--- config.mk ---
export PLATFORM = sky130hd
export DESIGN_NAME = sorted_key_endpoint_table_top
export DESIGN_NICKNAME = d
export VERILOG_FILES = /design/src/hw/rtl/sket_pkg.sv /design/src/hw/rtl/sket_store.sv /design/src/hw/rtl/sorted_key_endpoint_table_top.sv
export SDC_FILE = /design/constraint.sdc
export NUM_CORES = 1
export LEC_CHECK = 0
export BUFFER_PORTS_ARGS = -buffer_cell sky130_fd_sc_hd__buf_2
export CORE_MARGIN = 2
export CORE_UTILIZATION = 35
export CTS_BUF_LIST = sky130_fd_sc_hd__clkbuf_8
export DETAILED_ROUTE_END_ITERATION = 16
export GPL_TIMING_DRIVEN = 1
export PLACE_DENSITY = 0.62
export REMOVE_ABC_BUFFERS = 1
export SYNTH_ARGS = -nofsm -noshare
export SYNTH_HDL_FRONTEND = slang
export SYNTH_HIERARCHICAL = 1
export SYNTH_SLANG_ARGS = --single-unit
--- constraint.sdc ---
create_clock -name clk_i -period 5.2 [get_ports clk_i]
set_clock_uncertainty 0.1 [all_clocks]
set_input_delay 0.52 -clock clk_i [delete_from_list [all_inputs] [get_ports clk_i]]
set_output_delay 0.52 -clock clk_i [all_outputs]
set_load 0.005 [all_outputs]
--- src/hw/rtl/sket_pkg.sv ---
// Shared constants and types of the sorted key endpoint table.
`timescale 1ns / 1ps

package sket_pkg;

  localparam int unsigned TableEntriesDef = 16;

  localparam int unsigned KeyW  = 32;
  localparam int unsigned IdW   = 16;
  localparam int unsigned TypeW = 8;

  localparam logic [1:0] ReqInsert = 2'd0;
  localparam logic [1:0] ReqDelete = 2'd1;
  localparam logic [1:0] ReqModify = 2'd2;

  localparam logic [1:0] StOk       = 2'd0;
  localparam logic [1:0] StFull     = 2'd1;
  localparam logic [1:0] StMismatch = 2'd2;
  localparam logic [1:0] StNotFound = 2'd3;

  typedef struct packed {
    logic rd_en;
    logic wr_en;
    logic wr_new;
  } sket_mem_ctrl_t;

  typedef struct packed {
    logic key_ge;
    logic id_eq;
  } sket_cmp_t;

endpackage

--- src/hw/rtl/sket_store.sv ---
// Entry memory with registered read data and the compare against the held request.
`timescale 1ns / 1ps

module sket_store #(
  parameter int unsigned TableEntries = 16,
  parameter int unsigned IdxW = $clog2(TableEntries)
) (
  input  logic                         clk_i,
  input  sket_pkg::sket_mem_ctrl_t     ctrl_i,
  input  logic [IdxW-1:0]              rd_addr_i,
  input  logic [IdxW-1:0]              wr_addr_i,
  input  logic [sket_pkg::KeyW-1:0]    new_key_i,
  input  logic [sket_pkg::IdW-1:0]     new_id_i,
  output sket_pkg::sket_cmp_t          cmp_o
);
  import sket_pkg::*;

  localparam int unsigned EntW = KeyW + IdW;

  logic [EntW-1:0] mem_q [TableEntries];
  logic [EntW-1:0] rdata_q;
  logic [EntW-1:0] wdata;

  assign wdata = ctrl_i.wr_new ? {new_key_i, new_id_i} : rdata_q;

  always_ff @(posedge clk_i) begin
    if (ctrl_i.wr_en) begin
      mem_q[wr_addr_i] <= wdata;
    end
    if (ctrl_i.rd_en) begin
      rdata_q <= mem_q[rd_addr_i];
    end
  end

  assign cmp_o.key_ge = (rdata_q[EntW-1:IdW] >= new_key_i);
  assign cmp_o.id_eq  = (rdata_q[IdW-1:0] == new_id_i);

endmodule

--- src/hw/rtl/sorted_key_endpoint_table_top.sv ---
// Top level of the sorted key endpoint table: request sequencer and configuration.
`timescale 1ns / 1ps
// The block keeps up to TableEntries (key, endpoint id) entries in ascending key order.
// A request is taken when start is high and busy is low: insert, delete or modify key.
// The route type register is written through the cfg channel, which is always ready.
// Write it only while no request is in progress; the block itself does not enforce this.
// Each request gives one result, shown for one cycle with done_o high: status,
// position and the entry count after the request. The receiver cannot stall.
// A request first scans all valid entries through the single read port of the
// entry memory, one entry a cycle, then moves the entries between the old and new
// place one a cycle, then writes the new entry for an insert or a modify. A refused
// insert or an unused request code goes from idle straight to the final state,
// with no scan and no move. busy stays high until the result is shown, so one
// request is in progress at a time.
// Reset clears the entry count, the route type and the sequencer; the entry memory
// holds no reset value and is read only below the count.

module sorted_key_endpoint_table_top #(
  parameter int unsigned TableEntries = sket_pkg::TableEntriesDef
) (
  input  logic                         clk_i,
  input  logic                         rst_ni,
  input  logic                         start,
  output logic                         busy,
  input  logic [1:0]                   req_type_i,
  input  logic [sket_pkg::KeyW-1:0]    req_key_i,
  input  logic [sket_pkg::IdW-1:0]     endpoint_id_i,
  input  logic [sket_pkg::TypeW-1:0]   endpoint_type_i,
  output logic                         done_o,
  output logic [1:0]                   status_o,
  output logic [3:0]                   position_o,
  output logic [4:0]                   entry_count_o,
  input  logic                         cfg_valid_i,
  output logic                         cfg_ready_o,
  input  logic [sket_pkg::TypeW-1:0]   cfg_data_i
);
  import sket_pkg::*;

  localparam int unsigned IdxW = $clog2(TableEntries);
  localparam int unsigned CntW = $clog2(TableEntries + 1);

  localparam logic [2:0] StIdle  = 3'd0;
  localparam logic [2:0] StScan  = 3'd1;
  localparam logic [2:0] StPlan  = 3'd2;
  localparam logic [2:0] StShift = 3'd3;
  localparam logic [2:0] StFinal = 3'd4;

  logic [2:0]       st_q, st_d;
  logic [TypeW-1:0] route_type_q;
  logic [CntW-1:0]  count_q, count_d;
  logic [1:0]       op_q, op_d;
  logic [KeyW-1:0]  key_q, key_d;
  logic [IdW-1:0]   id_q, id_d;
  logic [CntW-1:0]  sc_q, sc_d;
  logic             rv_q, rv_d;
  logic [IdxW-1:0]  ri_q, ri_d;
  logic [CntW-1:0]  lb_q, lb_d;
  logic [CntW-1:0]  fid_q, fid_d;
  logic             lb_fnd_q, lb_fnd_d;
  logic             fid_fnd_q, fid_fnd_d;
  logic [IdxW-1:0]  rp_q, rp_d;
  logic [CntW-1:0]  moves_q, moves_d;
  logic             up_q, up_d;
  logic             wv_q, wv_d;
  logic [IdxW-1:0]  wa_q, wa_d;
  logic [IdxW-1:0]  target_q, target_d;
  logic             wnew_q, wnew_d;
  logic             inc_q, inc_d;
  logic             dec_q, dec_d;
  logic [1:0]       status_q, status_d;
  logic [3:0]       pos_q, pos_d;
  logic             done_q, done_d;

  logic [CntW-1:0]  cnt_m1;
  logic [CntW-1:0]  fid_p1;
  logic [CntW-1:0]  fid_m1;
  logic [CntW-1:0]  lb_m1;

  sket_mem_ctrl_t   mem_ctrl;
  logic [IdxW-1:0]  rd_addr;
  logic [IdxW-1:0]  wr_addr;
  sket_cmp_t        cmp;

  assign cnt_m1 = count_q - 1'b1;
  assign fid_p1 = fid_q + 1'b1;
  assign fid_m1 = fid_q - 1'b1;
  assign lb_m1  = lb_q - 1'b1;

  sket_store #(
    .TableEntries(TableEntries),
    .IdxW        (IdxW)
  ) u_store (
    .clk_i    (clk_i),
    .ctrl_i   (mem_ctrl),
    .rd_addr_i(rd_addr),
    .wr_addr_i(wr_addr),
    .new_key_i(key_q),
    .new_id_i (id_q),
    .cmp_o    (cmp)
  );

  always_comb begin
    st_d      = st_q;
    count_d   = count_q;
    op_d      = op_q;
    key_d     = key_q;
    id_d      = id_q;
    sc_d      = sc_q;
    rv_d      = 1'b0;
    ri_d      = ri_q;
    lb_d      = lb_q;
    fid_d     = fid_q;
    lb_fnd_d  = lb_fnd_q;
    fid_fnd_d = fid_fnd_q;
    rp_d      = rp_q;
    moves_d   = moves_q;
    up_d      = up_q;
    wv_d      = 1'b0;
    wa_d      = wa_q;
    target_d  = target_q;
    wnew_d    = wnew_q;
    inc_d     = inc_q;
    dec_d     = dec_q;
    status_d  = status_q;
    pos_d     = pos_q;
    done_d    = 1'b0;
    mem_ctrl  = '0;
    rd_addr   = '0;
    wr_addr   = '0;

    unique case (st_q)
      StIdle: begin
        if (start) begin
          op_d      = req_type_i;
          key_d     = req_key_i;
          id_d      = endpoint_id_i;
          sc_d      = '0;
          lb_d      = count_q;
          fid_d     = count_q;
          lb_fnd_d  = 1'b0;
          fid_fnd_d = 1'b0;
          wnew_d    = 1'b0;
          inc_d     = 1'b0;
          dec_d     = 1'b0;
          status_d  = StOk;
          pos_d     = '0;
          st_d      = StScan;
          case (req_type_i) inside
            ReqInsert: begin
              if (count_q >= CntW'(TableEntries)) begin
                status_d = StFull;
                st_d     = StFinal;
              end else if (endpoint_type_i != route_type_q) begin
                status_d = StMismatch;
                st_d     = StFinal;
              end
            end
            ReqDelete, ReqModify: begin
              st_d = StScan;
            end
            default: begin
              st_d = StFinal;
            end
          endcase
        end
      end
      StScan: begin
        if (sc_q != count_q) begin
          mem_ctrl.rd_en = 1'b1;
          rd_addr        = sc_q[IdxW-1:0];
          ri_d           = sc_q[IdxW-1:0];
          sc_d           = sc_q + 1'b1;
          rv_d           = 1'b1;
        end
        if (rv_q) begin
          if (!lb_fnd_q && cmp.key_ge) begin
            lb_d     = CntW'(ri_q);
            lb_fnd_d = 1'b1;
          end
          if (!fid_fnd_q && cmp.id_eq) begin
            fid_d     = CntW'(ri_q);
            fid_fnd_d = 1'b1;
          end
        end
        if (sc_q == count_q && !rv_q) begin
          st_d = StPlan;
        end
      end
      StPlan: begin
        st_d    = StShift;
        moves_d = '0;
        case (op_q)
          ReqInsert: begin
            up_d     = 1'b1;
            rp_d     = cnt_m1[IdxW-1:0];
            moves_d  = count_q - lb_q;
            target_d = lb_q[IdxW-1:0];
            wnew_d   = 1'b1;
            inc_d    = 1'b1;
            pos_d    = 4'(lb_q);
          end
          ReqDelete: begin
            if (!fid_fnd_q) begin
              status_d = StNotFound;
            end else begin
              up_d    = 1'b0;
              rp_d    = fid_p1[IdxW-1:0];
              moves_d = cnt_m1 - fid_q;
              dec_d   = 1'b1;
              pos_d   = 4'(fid_q);
            end
          end
          default: begin
            if (!fid_fnd_q) begin
              status_d = StNotFound;
            end else if (lb_q > fid_q) begin
              up_d     = 1'b0;
              rp_d     = fid_p1[IdxW-1:0];
              moves_d  = lb_m1 - fid_q;
              target_d = lb_m1[IdxW-1:0];
              wnew_d   = 1'b1;
              pos_d    = 4'(lb_m1);
            end else begin
              up_d     = 1'b1;
              rp_d     = fid_m1[IdxW-1:0];
              moves_d  = fid_q - lb_q;
              target_d = lb_q[IdxW-1:0];
              wnew_d   = 1'b1;
              pos_d    = 4'(lb_q);
            end
          end
        endcase
      end
      StShift: begin
        if (moves_q != '0) begin
          mem_ctrl.rd_en = 1'b1;
          rd_addr        = rp_q;
          moves_d        = moves_q - 1'b1;
          wv_d           = 1'b1;
          if (up_q) begin
            rp_d = rp_q - 1'b1;
            wa_d = rp_q + 1'b1;
          end else begin
            rp_d = rp_q + 1'b1;
            wa_d = rp_q - 1'b1;
          end
        end
        if (wv_q) begin
          mem_ctrl.wr_en = 1'b1;
          wr_addr        = wa_q;
        end
        if (moves_q == '0 && !wv_q) begin
          st_d = StFinal;
        end
      end
      StFinal: begin
        if (wnew_q) begin
          mem_ctrl.wr_en  = 1'b1;
          mem_ctrl.wr_new = 1'b1;
          wr_addr         = target_q;
        end
        if (inc_q) begin
          count_d = count_q + 1'b1;
        end else if (dec_q) begin
          count_d = count_q - 1'b1;
        end
        done_d = 1'b1;
        st_d   = StIdle;
      end
      default: begin
        st_d = StIdle;
      end
    endcase
  end

  always_ff @(posedge clk_i or negedge rst_ni) begin
    if (!rst_ni) begin
      st_q         <= StIdle;
      count_q      <= '0;
      route_type_q <= '0;
      rv_q         <= 1'b0;
      wv_q         <= 1'b0;
      done_q       <= 1'b0;
      moves_q      <= '0;
      sc_q         <= '0;
    end else begin
      st_q    <= st_d;
      count_q <= count_d;
      rv_q    <= rv_d;
      wv_q    <= wv_d;
      done_q  <= done_d;
      moves_q <= moves_d;
      sc_q    <= sc_d;
      if (cfg_valid_i) begin
        route_type_q <= cfg_data_i;
      end
    end
  end

  always_ff @(posedge clk_i) begin
    op_q      <= op_d;
    key_q     <= key_d;
    id_q      <= id_d;
    ri_q      <= ri_d;
    lb_q      <= lb_d;
    fid_q     <= fid_d;
    lb_fnd_q  <= lb_fnd_d;
    fid_fnd_q <= fid_fnd_d;
    rp_q      <= rp_d;
    up_q      <= up_d;
    wa_q      <= wa_d;
    target_q  <= target_d;
    wnew_q    <= wnew_d;
    inc_q     <= inc_d;
    dec_q     <= dec_d;
    status_q  <= status_d;
    pos_q     <= pos_d;
  end

  assign busy          = (st_q != StIdle);
  assign cfg_ready_o   = 1'b1;
  assign done_o        = done_q;
  assign status_o      = status_q;
  assign position_o    = pos_q;
  assign entry_count_o = 5'(count_q);

endmodule

==> run metrics <==
Total Routed Length around 86000 um; Pins Over Slew Limit 0; FFs w/ async S/R, synth around 3.1%; Worst Path Buf+Inv 2; Root Driver clkbuf_8; crit-path cells nor3b_2, buf_4, o31a_1, a22o_4, buf_4, mux4_2, mux4_2; CTS tree built; Int Power 15090 uW; Post-Synth Adder-Cell Area roughly 2.2%; Worst setup EP type flip-flop; Switch Pwr 6384 uW; synth unique cells 71; dpl cells ~3300; Synth Instances 1813; CP max stage cell a22o_4; Pwr Density about 500 nW/um^2; Non-Filler Instances between 3000 and 4000; Slew @ Worst Pin about 1.1 ns; initial antenna violation count 1; Arr. time, crit path between 4 and 5 ns; Warnings, synthesis 6; IO Pins 84; Main synth FF type edfxtp_1; setup bufs post-CTS 0; CTS H-tree depth 4; XOR/XNOR Fraction of Synth Area around 1.6%; simple-gate share of the synthesized area about 2.3%; Clock Pin Slew Worst Setup and Hold Paths around 0.060 ns; part of the cycle the worst path needs between 80% and 90%; layout cell share with drive strength beyond 1 28.76%; Setup WS pre-CTS ~1 ns; final hold vios 0; total grt overflow 0; DIE WIDTH around 330 um; Area growth syn-to-layout 15.00%; cts repair resizes 0; Vias/cell roughly 5.3; Combinational Power Share around 25%; sequential area share after synthesis between 70% and 80%; drt wl/cell roughly 24 um; Post-DRT Antenna Nets 0; row count 120; cts bufs inserted approximately 150; DRT Pass-1 Iters 7; initial DRC count between 2000 and 2500; Fmax achieved 0.2389 GHz; largest net degree at the start of global routing 51; crit path launch type flip-flop; Req. time, crit path between 5 and 6 ns; Initial Util between 30 and 40%; synth top area cells edfxtp_1 72%, mux4_2 14%, ha_1 2.0%; Rel. slew slack between 20% and 30%; crit-path max cell delay 0.88 ns; Die ar. 111000 sq um; Seq cells post-synth ~930; clock network fraction of design power a little over a quarter; most frequent cells in the layout 904 x edfxtp_1, 233 x mux4_2, 154 x clkbuf_8; Yosys top cell area share around 70%; endpoints failing setup 0; Max Cap Violations 0; Flop pwr share between 40% and 50%; RSZ-0062 raised after global routing no; Final Power 21470 uW; Clock Latency Late Sink a little over 0.8 ns; critical path peak fanout 50; first-pass GRT wire length between 100000 and 150000 um; LEAKAGE 0.01406 uW; CP top delay family compound AO/OA/AOI/OAI gates; Die Height 333.2 um; Sw Share between 20 and 30%; Synth Area in Compound Gates 2.052%; main combinational cell family by area after synthesis multiplexers; Setup CP Type flip-flop to flip-flop; multiplexer area fraction after synthesis ~16%; Synth Cell Area 37920 sq um; HPWL Detailed 46620 um; Buffers on Ports approximately 80; DRC 0; hold bufs inserted after CTS 67; cell taking the most area after synthesis edfxtp_1; Final min period about 4.2 ns; count of flip-flops with a built-in enable after synthesis about 900; Fin Setup TNS 0 ns; setup slack after layout slightly above 1 ns; worst vdd ir 0.2381 mV; vias roughly 19000; vias in the first global route around 20000; Avg Cell Area, Syn approximately 21 sq um; Sink Count just over 900; status complete, no violations; maximum buffer depth of the clock tree 3; gr usage total approximately 16%; worst hold-check path type input port to flip-flop; nets@finish roughly 2200; Final Wtd Congestion roughly 0.85; commonest non-fill, non-tap cell in the layout edfxtp_1; Core Footprint roughly 110000 sq um
-- flip-flops by register name, summed over array words and instances, names as in the netlist, 2 cells and up --
signal / count
u_store/mem_q: 768
u_store/rdata_q: 48
key_q: 32
id_q: 16
route_type_q: 8
entry_count_o: 5
fid_q: 5
lb_q: 5
moves_q: 5
sc_q: 5
position_o: 4
ri_q: 4
rp_q: 4
target_q: 4
wa_q: 4
st_q: 3
op_q: 2
status_o: 2
-- power groups by stage --
stage          clock network [uW]  logic [uW]  registers [uW]
5_1_grt                      6240        5970           10400
6_report                     5740        5430           10300
4_1_cts                      5900        5510           10300
3_5_place_dp                    0        5440           10400
3_3_place_gp                    0        5220           10400
2_1_floorplan                   0        4290           10300
-- layout make-up --
cell class / instances / area (sq um)
flip-flops and latches: 933 / 27870
well taps: 1403 / 1755
diodes: 1 / 2.502
inverters: 59 / 221.5
multi-input cells: 739 / 9439
fillers: 9494 / 63590
clock buffers: 154 / 2120
clock inverters: 98 / 546.8
repair buffers: 197 / 1654
-- final timing paths --
kind | from | to | slack [ns] | depth (start not counted)
setup reg to reg | st_q[0] | u_store/rdata_q[37] | 1.01 | 7
setup / recovery | st_q[0] | u_store/rdata_q[37] | 1.01 | 7
min in group asynchronous | rst_ni | entry_count_o[0] | 0.21 | 2
hold / removal | endpoint_type_i[7] | status_o[1] | 0.19 | 5
hold reg to reg | sc_q[4] | sc_q[4] | 0.42 | 1
max in group asynchronous | rst_ni | sc_q[1] | 4.36 | 2
-- through the flow --
stage	hold slack, ns	area [sq um]	util [%]
detailed placement	0.4159	40270	37.57
finish	0.1902	43610	40.68
global placement	0.3936	40270	37.57
floorplan	0.1244	37380	-
CTS	0.1172	43610	40.68
global route	0.2224	43610	40.68
-- synth_stat cells, types with 2 or more instances --
| library cell | count |
|---|---|
| and2_4 | 2 |
| a2111oi_0 | 2 |
| o22ai_1 | 2 |
| xor2_1 | 12 |
| and3_1 | 3 |
| nand3b_1 | 5 |
| nor3_1 | 15 |
| a32o_1 | 4 |
| mux4_1 | 7 |
| buf_2 | 9 |
| nand4b_1 | 2 |
| edfxtp_1 | 904 |
| inv_1 | 59 |
| buf_6 | 24 |
| mux4_2 | 233 |
| nand2_1 | 39 |
| nand3_1 | 13 |
| a22o_1 | 4 |
| mux2_2 | 59 |
| nor2b_1 | 8 |
| fa_1 | 4 |
| a31oi_1 | 4 |
| a211oi_1 | 5 |
| buf_12 | 2 |
| a21o_1 | 9 |
| dfrtp_1 | 29 |
| o22a_1 | 2 |
| xnor2_1 | 56 |
| o21ai_0 | 34 |
| nand4_1 | 15 |
| o21ai_1 | 3 |
| buf_4 | 2 |
| nor2_1 | 45 |
| buf_1 | 11 |
| a221o_1 | 2 |
| clkbuf_1 | 34 |
| ha_1 | 60 |
| a21oi_1 | 39 |
| nand2b_1 | 8 |
| mux2i_1 | 9 |
| nor3b_1 | 2 |
| and2_1 | 3 |
-- logic make-up (layout without fill, tap and decap cells) --
group,count (synthesis),in the layout
simple gates,172,172
flops,933,933
xor+xnor,69,69
mux,308,308
buf+inv,141,508
other cells,1,2
compound gates,125,125
fa+ha+maj,64,64
-- worst min-delay path, cell delays in order --
cell and delay, ns:
buf_2 0.08, xnor2_1 0.06, nand4_1 0.10, nor2_1 0.05, o21ai_0 0.13
-- layer usage --
metal | track usage [%] | wire length, um
met1 | 22.13 | 37340
met2 | 24.61 | 41290
met3 | 3.070 | 6167
met4 | 4.496 | 1436
met5 | 0 | 0
(Power assumes the default switching activity.)
